--- src/design/tmd_pkg.sv ---
// Shared types, constants and helpers for the face dedup table.
package tmd_pkg;

    localparam int MAX_FACES  = 64;
    localparam int COORD_BITS = 20;
    localparam int IDX_W      = $clog2(MAX_FACES);
    localparam int CNT_W      = $clog2(MAX_FACES + 1);
    localparam int OUT_IDX_W  = 6;
    localparam int DIFF_W     = COORD_BITS + 1;
    localparam int SQ_W       = 2 * DIFF_W;
    localparam int CFG_W      = 16;
    localparam int CFG_IDX_W  = 8;
    localparam int ROOT_W     = CFG_W;
    localparam int RAD_W      = 2 * ROOT_W;
    localparam int CMP_W      = 32;

    localparam logic [CFG_IDX_W-1:0] REG_TOLERANCE = 8'd0;
    localparam logic [CFG_IDX_W-1:0] REG_MIN_LEN   = 8'd1;
    localparam logic [CFG_W-1:0]     TOL_RESET     = 16'd205;
    localparam logic [CFG_W-1:0]     MIN_LEN_RESET = 16'd410;

    typedef logic signed [COORD_BITS-1:0] coord_t;

    typedef enum logic [1:0] {
        STAT_IGNORED = 2'd0,
        STAT_MATCHED = 2'd1,
        STAT_ADDED   = 2'd2,
        STAT_FULL    = 2'd3
    } status_t;

    typedef struct packed {
        logic [8:0] hue;
        logic [7:0] saturation;
        logic [7:0] brightness;
        coord_t     first_end_x;
        coord_t     first_end_y;
        coord_t     first_end_z;
        coord_t     second_end_x;
        coord_t     second_end_y;
        coord_t     second_end_z;
    } s_item_t;

    typedef struct packed {
        status_t              status;
        logic [OUT_IDX_W-1:0] entry_index;
    } m_item_t;

    typedef struct packed {
        logic             start;
        coord_t           x0;
        coord_t           y0;
        coord_t           x1;
        coord_t           y1;
        logic [CFG_W-1:0] limit;
    } dist_req_t;

    typedef struct packed {
        logic              done;
        logic              below;
        logic [ROOT_W-1:0] root;
    } dist_res_t;

    function automatic logic [DIFF_W-1:0] absdiff(coord_t a, coord_t b);
        logic signed [DIFF_W:0] d;
        logic [DIFF_W:0]        m;
        d = (DIFF_W+1)'(a) - (DIFF_W+1)'(b);
        m = d[DIFF_W] ? -d : d;
        return m[DIFF_W-1:0];
    endfunction

    function automatic logic [OUT_IDX_W-1:0] to_out_idx(logic [CNT_W-1:0] v);
        logic [CNT_W+OUT_IDX_W-1:0] w;
        w = {{OUT_IDX_W{1'b0}}, v};
        return w[OUT_IDX_W-1:0];
    endfunction

endpackage

--- src/design/tmd_dist.sv ---
// Shared planar distance unit: squares, limit test, bit-serial square root.
module tmd_dist
    import tmd_pkg::*;
(
    input  logic      aclk,
    input  logic      aresetn,
    input  dist_req_t req,
    output dist_res_t res
);

    typedef enum logic [1:0] {D_IDLE, D_SQ, D_SUM, D_ROOT} dstate_t;

    localparam int CNT_BITS = $clog2(ROOT_W);

    dstate_t             state_reg;
    logic [DIFF_W-1:0]   dx_reg, dy_reg;
    logic [CFG_W-1:0]    lim_reg;
    logic [SQ_W-1:0]     sqx_reg, sqy_reg;
    logic [RAD_W-1:0]    lim2_reg;
    logic [RAD_W-1:0]    n_reg, res_reg, bit_reg;
    logic [CNT_BITS-1:0] cnt_reg;
    logic                done_reg, below_reg;
    logic [ROOT_W-1:0]   root_reg;

    logic [SQ_W:0]       sum;
    logic [RAD_W:0]      trial;
    logic                take;
    logic [RAD_W-1:0]    res_next, n_next;

    always_comb begin
        sum      = (SQ_W+1)'(sqx_reg) + (SQ_W+1)'(sqy_reg);
        trial    = (RAD_W+1)'(res_reg) + (RAD_W+1)'(bit_reg);
        take     = (RAD_W+1)'(n_reg) >= trial;
        res_next = take ? (res_reg >> 1) + bit_reg : res_reg >> 1;
        n_next   = take ? n_reg - trial[RAD_W-1:0] : n_reg;
    end

    always_ff @(posedge aclk) begin
        if (!aresetn) begin
            state_reg <= D_IDLE;
            done_reg  <= 1'b0;
        end else begin
            done_reg <= 1'b0;
            unique case (state_reg)
                D_IDLE: begin
                    if (req.start) begin
                        dx_reg    <= absdiff(req.x0, req.x1);
                        dy_reg    <= absdiff(req.y0, req.y1);
                        lim_reg   <= req.limit;
                        state_reg <= D_SQ;
                    end
                end
                D_SQ: begin
                    sqx_reg   <= SQ_W'(dx_reg) * SQ_W'(dx_reg);
                    sqy_reg   <= SQ_W'(dy_reg) * SQ_W'(dy_reg);
                    lim2_reg  <= RAD_W'(lim_reg) * RAD_W'(lim_reg);
                    state_reg <= D_SUM;
                end
                D_SUM: begin
                    // below the limit squared means the root is below the limit
                    if (sum < (SQ_W+1)'(lim2_reg)) begin
                        below_reg <= 1'b1;
                        n_reg     <= sum[RAD_W-1:0];
                        res_reg   <= '0;
                        bit_reg   <= RAD_W'(1) << (RAD_W - 2);
                        cnt_reg   <= '0;
                        state_reg <= D_ROOT;
                    end else begin
                        below_reg <= 1'b0;
                        root_reg  <= '0;
                        done_reg  <= 1'b1;
                        state_reg <= D_IDLE;
                    end
                end
                D_ROOT: begin
                    n_reg   <= n_next;
                    res_reg <= res_next;
                    bit_reg <= bit_reg >> 2;
                    cnt_reg <= cnt_reg + 1'b1;
                    if (cnt_reg == CNT_BITS'(ROOT_W - 1)) begin
                        root_reg  <= res_next[ROOT_W-1:0];
                        done_reg  <= 1'b1;
                        state_reg <= D_IDLE;
                    end
                end
                default: state_reg <= D_IDLE;
            endcase
        end
    end

    assign res.done  = done_reg;
    assign res.below = below_reg;
    assign res.root  = root_reg;

endmodule

--- config.mk ---
export PLATFORM = sky130hd
export DESIGN_NAME = tmd_dist
export DESIGN_NICKNAME = d
export VERILOG_FILES = /design/src/design/tmd_pkg.sv /design/src/design/tmd_dist.sv
export SDC_FILE = /design/constraint.sdc
export NUM_CORES = 2
export LEC_CHECK = 0
export ABC_AREA = 1
export BUFFER_PORTS_ARGS = -buffer_cell sky130_fd_sc_hd__buf_2
export CAP_MARGIN = 20
export CORE_ASPECT_RATIO = 0.75
export CORE_UTILIZATION = 55
export DETAILED_ROUTE_END_ITERATION = 12
export PLACE_DENSITY = 0.77
export SLEW_MARGIN = 20
export SYNTH_ARGS = -nofsm -noshare
export SYNTH_HDL_FRONTEND = slang
export SYNTH_SLANG_ARGS = --single-unit
--- constraint.sdc ---
create_clock -name aclk -period 12.6 [get_ports aclk]
set_clock_uncertainty 0.1 [all_clocks]
set_input_delay 2.52 -clock aclk [delete_from_list [all_inputs] [get_ports aclk]]
set_output_delay 2.52 -clock aclk [all_outputs]
set_load 0.01 [all_outputs]
* After elaboration in Yosys (flattened, before gate mapping)
Index checks and enable logic that the tools add are counted.
** Word-level totals
- Register bits after elaboration :: 294
- Output and inout port bits :: 18
- Input bits :: 99
- Word-level logic and storage cells :: 69
** Cells by class
- Reductions and logical operators :: 9
- Add/subtract/negate cells :: 9
- $lt $le $gt $ge :: 2
- Equality and inequality tests :: 9
- Muxes and demuxes :: 23
- Multiply operators :: 3
** Operator list (count)
- case mux 32 bit (2 select lines) :: 3
- 2-to-1 mux 32 bit :: 5
- multiplier 21 x 21 -> 42 bit :: 2
- adder 42 x 42 -> 43 bit :: 1
- less-than comparator 43 x 32 -> 1 bit :: 1
- 2-to-1 mux 21 bit :: 2
- negator 21 bit :: 2
- subtractor 20 x 20 -> 21 bit :: 2
- adder 32 x 32 -> 33 bit :: 1
- greater-or-equal comparator 32 x 33 -> 1 bit :: 1
- adder 31 x 32 -> 32 bit :: 1
- multiplier 16 x 16 -> 32 bit :: 1
- 2-to-1 mux 16 bit :: 2
- case mux 16 bit (2 select lines) :: 1
- subtractor 32 bit :: 1
- != test 2 bit (second input constant) :: 5
- case mux 2 bit (4 select lines) :: 1
- case mux 4 bit (2 select lines) :: 1
- AND reduction 4 bit :: 2
- 2-to-1 mux 2 bit :: 3
- AND reduction 2 bit :: 3
- AND reduction 3 bit :: 2
- adder 4 x 1 -> 4 bit (second input constant) :: 1
- equality test 2 bit (second input constant) :: 2
- other kinds (7) :: 9

* Depth between registers and ports, before layout
- Depth after elaboration :: 5
- Depth in mapped cells :: 30

* Worst setup path after synthesis
No wires, ideal clock.
- Path type :: input -> register
- Start :: in aresetn
- End :: reg lim2_reg[0], enable pin
- Slack :: 4.609 ns
- Path buffers :: 0
- Arrival time :: 7.303 ns
- Data required time :: 11.912 ns
- Library setup time :: 0.588 ns
- Cell stages on the path :: 2
- Cells stage by stage :: inv_1 -> nor2_1
** On the way
- Longest elaborated chain between the ends :: 1
** RTL lines
- start, declared :: RTL line tmd_dist.sv:6 : input logic aresetn,
- AND reduction 2 bit (no line)
- end signal, assigned :: RTL line tmd_dist.sv:56 : lim2_reg <= RAD_W'(lim_reg) * RAD_W'(lim_reg);
- end, declared :: RTL line tmd_dist.sv:19 : logic [RAD_W-1:0] lim2_reg;
Every way passes these cells.
A chain may end at the register's enable or synchronous reset.

* Worst setup path after layout
- Start :: reg dx_reg[5]
- End :: reg sqx_reg[41], data pin
** On the way
- Longest elaborated chain between the ends :: 1
** RTL lines
- start, declared :: RTL line tmd_dist.sv:16 : logic [DIFF_W-1:0] dx_reg, dy_reg;
- start signal, assigned :: RTL line tmd_dist.sv:47 : dx_reg <= absdiff(req.x0, req.x1);
- multiplier 21 x 21 -> 42 bit :: RTL line tmd_dist.sv:54 : sqx_reg <= SQ_W'(dx_reg) * SQ_W'(dx_reg);
- end signal, assigned :: RTL line tmd_dist.sv:54
- end, declared :: RTL line tmd_dist.sv:18 : logic [SQ_W-1:0] sqx_reg, sqy_reg;
Every way passes these cells.

==> results.py <==
metrics = {
    "synth": {
        "synthArstFlopShare_pct": 0,
        "ys.flop_type": "edfxtp_1",
        "syn_nets": 8009,
        "syn_inst": 6537,
        "synth_area_um2": 53200,
        "synth_seq_cells": 275,
        "synth_enable_flop_cells": 272,
        "syn_avg_cell_area_um2": 8.14,
        "ys_warn_count": 0,
        "yosysSeqAreaShare_pct": 15.5,
        "synth.distinct_cells": 66,
    },
    "timing": {
        "maxClockFrequency_mhz": 135,
        "finalCriticalPeriod_ns": 7.39,
        "maxSlewViolCount": 0,
        "rsz0062_at_grt": "no",
        "tns_ns": 0,
        "hold_violations": 0,
        "fin_ws_ns": 5.21,
        "max_slew_margin_pct": 20.9,
        "worstMarginPinSlew_ns": 1.19,
        "setup_viol": 0,
        "post-route-period-util_pct": 58.7,
    },
    "critical_path": {
        "crit_family": "adder cells",
        "path_buf_inv": 4,
        "crit_arrival_ns": 7.75,
        "max_stage_delay_ns": 1.07,
        "start_kind": "register",
        "crit_path_top_delay_cell": "edfxtp_1",
        "r2r-start": "dx_reg[5]",
        "crit_path_end_kind": "register",
        "path_class": "reg -> reg",
        "cp-startpoint": "dx_reg[5]",
        "critical_path_required_ns": 12.96,
        "cp_max_fo": 21,
    },
    "clock_tree": {
        "cts-buffers-inserted": 31,
        "post-cts-setup-buffers": 0,
        "clock_sinks": 275,
        "cts_root_buffer": "clkbuf_16",
        "ctsHoldBuffers": 0,
        "cts_buffer_depth": 3,
        "cts_tree": "built",
        "cts.clk_slew.worst_paths_ns": 0.06,
        "cts_resized": 0,
        "clk_latency_ns": 0.64,
        "htree_levels": 1,
    },
    "global_routing": {
        "grt_usage_pct": 26.4,
        "grt_overflow_total": 0,
        "antenna_found_initial": 1,
        "grt_pass1_vias": 43200,
        "grt_pass1_wl_um": 211000,
        "grt_max_degree": 81,
    },
    "detailed_routing": {
        "wl_um": 125000,
        "detail-route-antenna-nets": 0,
        "via_count": 41300,
        "first_pass_iters": 6,
        "drc_errors": 0,
        "wl_per_cell_um": 15.9,
        "routed_via_density": 5.27,
        "first_iter_violations": 3274,
    },
    "placement": {
        "place_ws_ns": 5.25,
        "io_buffers": 116,
        "dpl.hpwl_um": 104000,
        "dpl_cell_area_um2": 54900,
        "gp_congestion": 0.977,
    },
    "die": {
        "core-area_um2": 95600,
        "die_y_um": 271,
        "ioPinCount": 117,
        "start_util_pct": 55.6,
        "rows": 98,
        "dieWidth_um": 361,
        "die_area_um2": 98000,
    },
    "layout": {
        "antenna_cells": 0,
        "fin_area_um2": 56000,
        "areaGrowthSynthToFinish_pct": 5.16,
        "nets": 8033,
        "drive_above_1_share_pct": 4.09,
    },
    "min_path": {
        "min_path_type": "reg -> reg",
        "min_from": "state_reg[0]",
    },
    "job": {
        "drv_cap": 0,
    },
    "outcome": {
        "status": "finished, final reports clean",
    },
}
## path summary, 6_finish.rpt
kind                                     end  slack, ns  cells after the start
worst max register to register   sqx_reg[41]       5.21                     25
worst max-delay path             sqx_reg[41]       5.21                     25
worst min-delay path            state_reg[1]       0.50                      2
worst min register to register  state_reg[1]       0.50                      2
## layout make-up
cell class                 count  area, um2
fill                        8608      39700
inverter                    1751       6570
tap                         1250       1560
multi-input combinational   4375      37900
clock buffer                  35        791
timing repair buffer         127        671
clock inverter                22        233
sequential                   275       8230
## layout by cell type (no fill, tap or decap), types with 6 or more instances in the layout
master and count:
a31oi_1 26, o211ai_1 10, o21bai_1 25, nand3_1 170, o21a_1 16, a221oi_1 6
buf_2 116, or2_2 12, o21ai_2 9, inv_1 1748, nor2_2 8, nor2_1 331
nand2_1 1407, a211oi_1 6, a21oi_1 289, o21ai_0 163, nand2_2 17, xor2_1 189
nand4_1 31, ha_1 582, clkinv_2 6, nor4_1 19, nor3_1 38, clkinv_1 6
xnor2_1 99, a21oi_2 10, o21ai_1 12, fa_1 791, edfxtp_1 272, a21boi_0 8
a21o_1 20, buf_4 10, clkbuf_16 31
## per-stage QoR
step | std cells | utilization, % | hold WS (ns)
floorplan | 6537 | - | 0.324
global placement | 7777 | 57.4 | 0.441
detailed placement | 7777 | 57.4 | 0.485
CTS | 7834 | 58.5 | 0.493
global route | 7835 | 58.5 | 0.529
finish | 7835 | 58.5 | 0.498
## cells by family (layout without fill, tap and decap cells)
family                   after synthesis  in the layout  share of synthesized area [%]
AND/OR/NAND/NOR                     2065           2065                           15.8
adder cells (fa/ha/maj)             1373           1373                           43.4
XOR/XNOR                             297            297                           5.04
AO/OA/AOI/OAI                        639            639                           6.91
buffers and inverters               1887           1935                           13.4
multiplexers                           1              1                         0.0212
flip-flops                           275            275                           15.5
## per-layer routing
layer  GRT usage, %  part of all wire (%)  vias to the layer above
li1               -                     -                    19900
met1           37.4                    44                    19900
met2           43.1                    46                     1393
met3           4.05                   7.8                      147
met4           5.03                   1.7                        0
met5              0                     0                        -
## synth_stat cells, types with 9 or more instances
cell      count  area (um2)
nor2_1      333        1250
o211ai_1     10        75.1
a21oi_1     291        1460
o21ai_1      12        60.1
clkbuf_1    128         480
o21bai_1     25         188
a21o_1       20         150
fa_1        791       15800
nor4_1       19         119
o21ai_2       9        78.8
nand3_1     170         851
inv_1      1748        6560
o21ai_0     163         816
ha_1        582        7280
nor3_1       38         190
xnor2_1      99         867
or2_2        12        75.1
edfxtp_1    272        8170
nand2_2      16         100
nand2_1    1408        5290
a31oi_1      26         163
nand4_1      31         194
a21oi_2       9        78.8
xor2_1      189        1660
o21a_1       16         120
## worst reg2reg max path, delay by kind of cell, from the launching register on
family / cells / cell delay, ns
adder cells (fa/ha/maj): 8 / 3.67
AND/OR/NAND/NOR: 9 / 1.12
flip-flops: 1 / 1.07
AO/OA/AOI/OAI: 3 / 0.82
buffers and inverters: 4 / 0.30
XOR/XNOR: 1 / 0.17
Power is not shown: default switching activity piles up to over one toggle a cycle in this logic, so the estimate is an artifact.
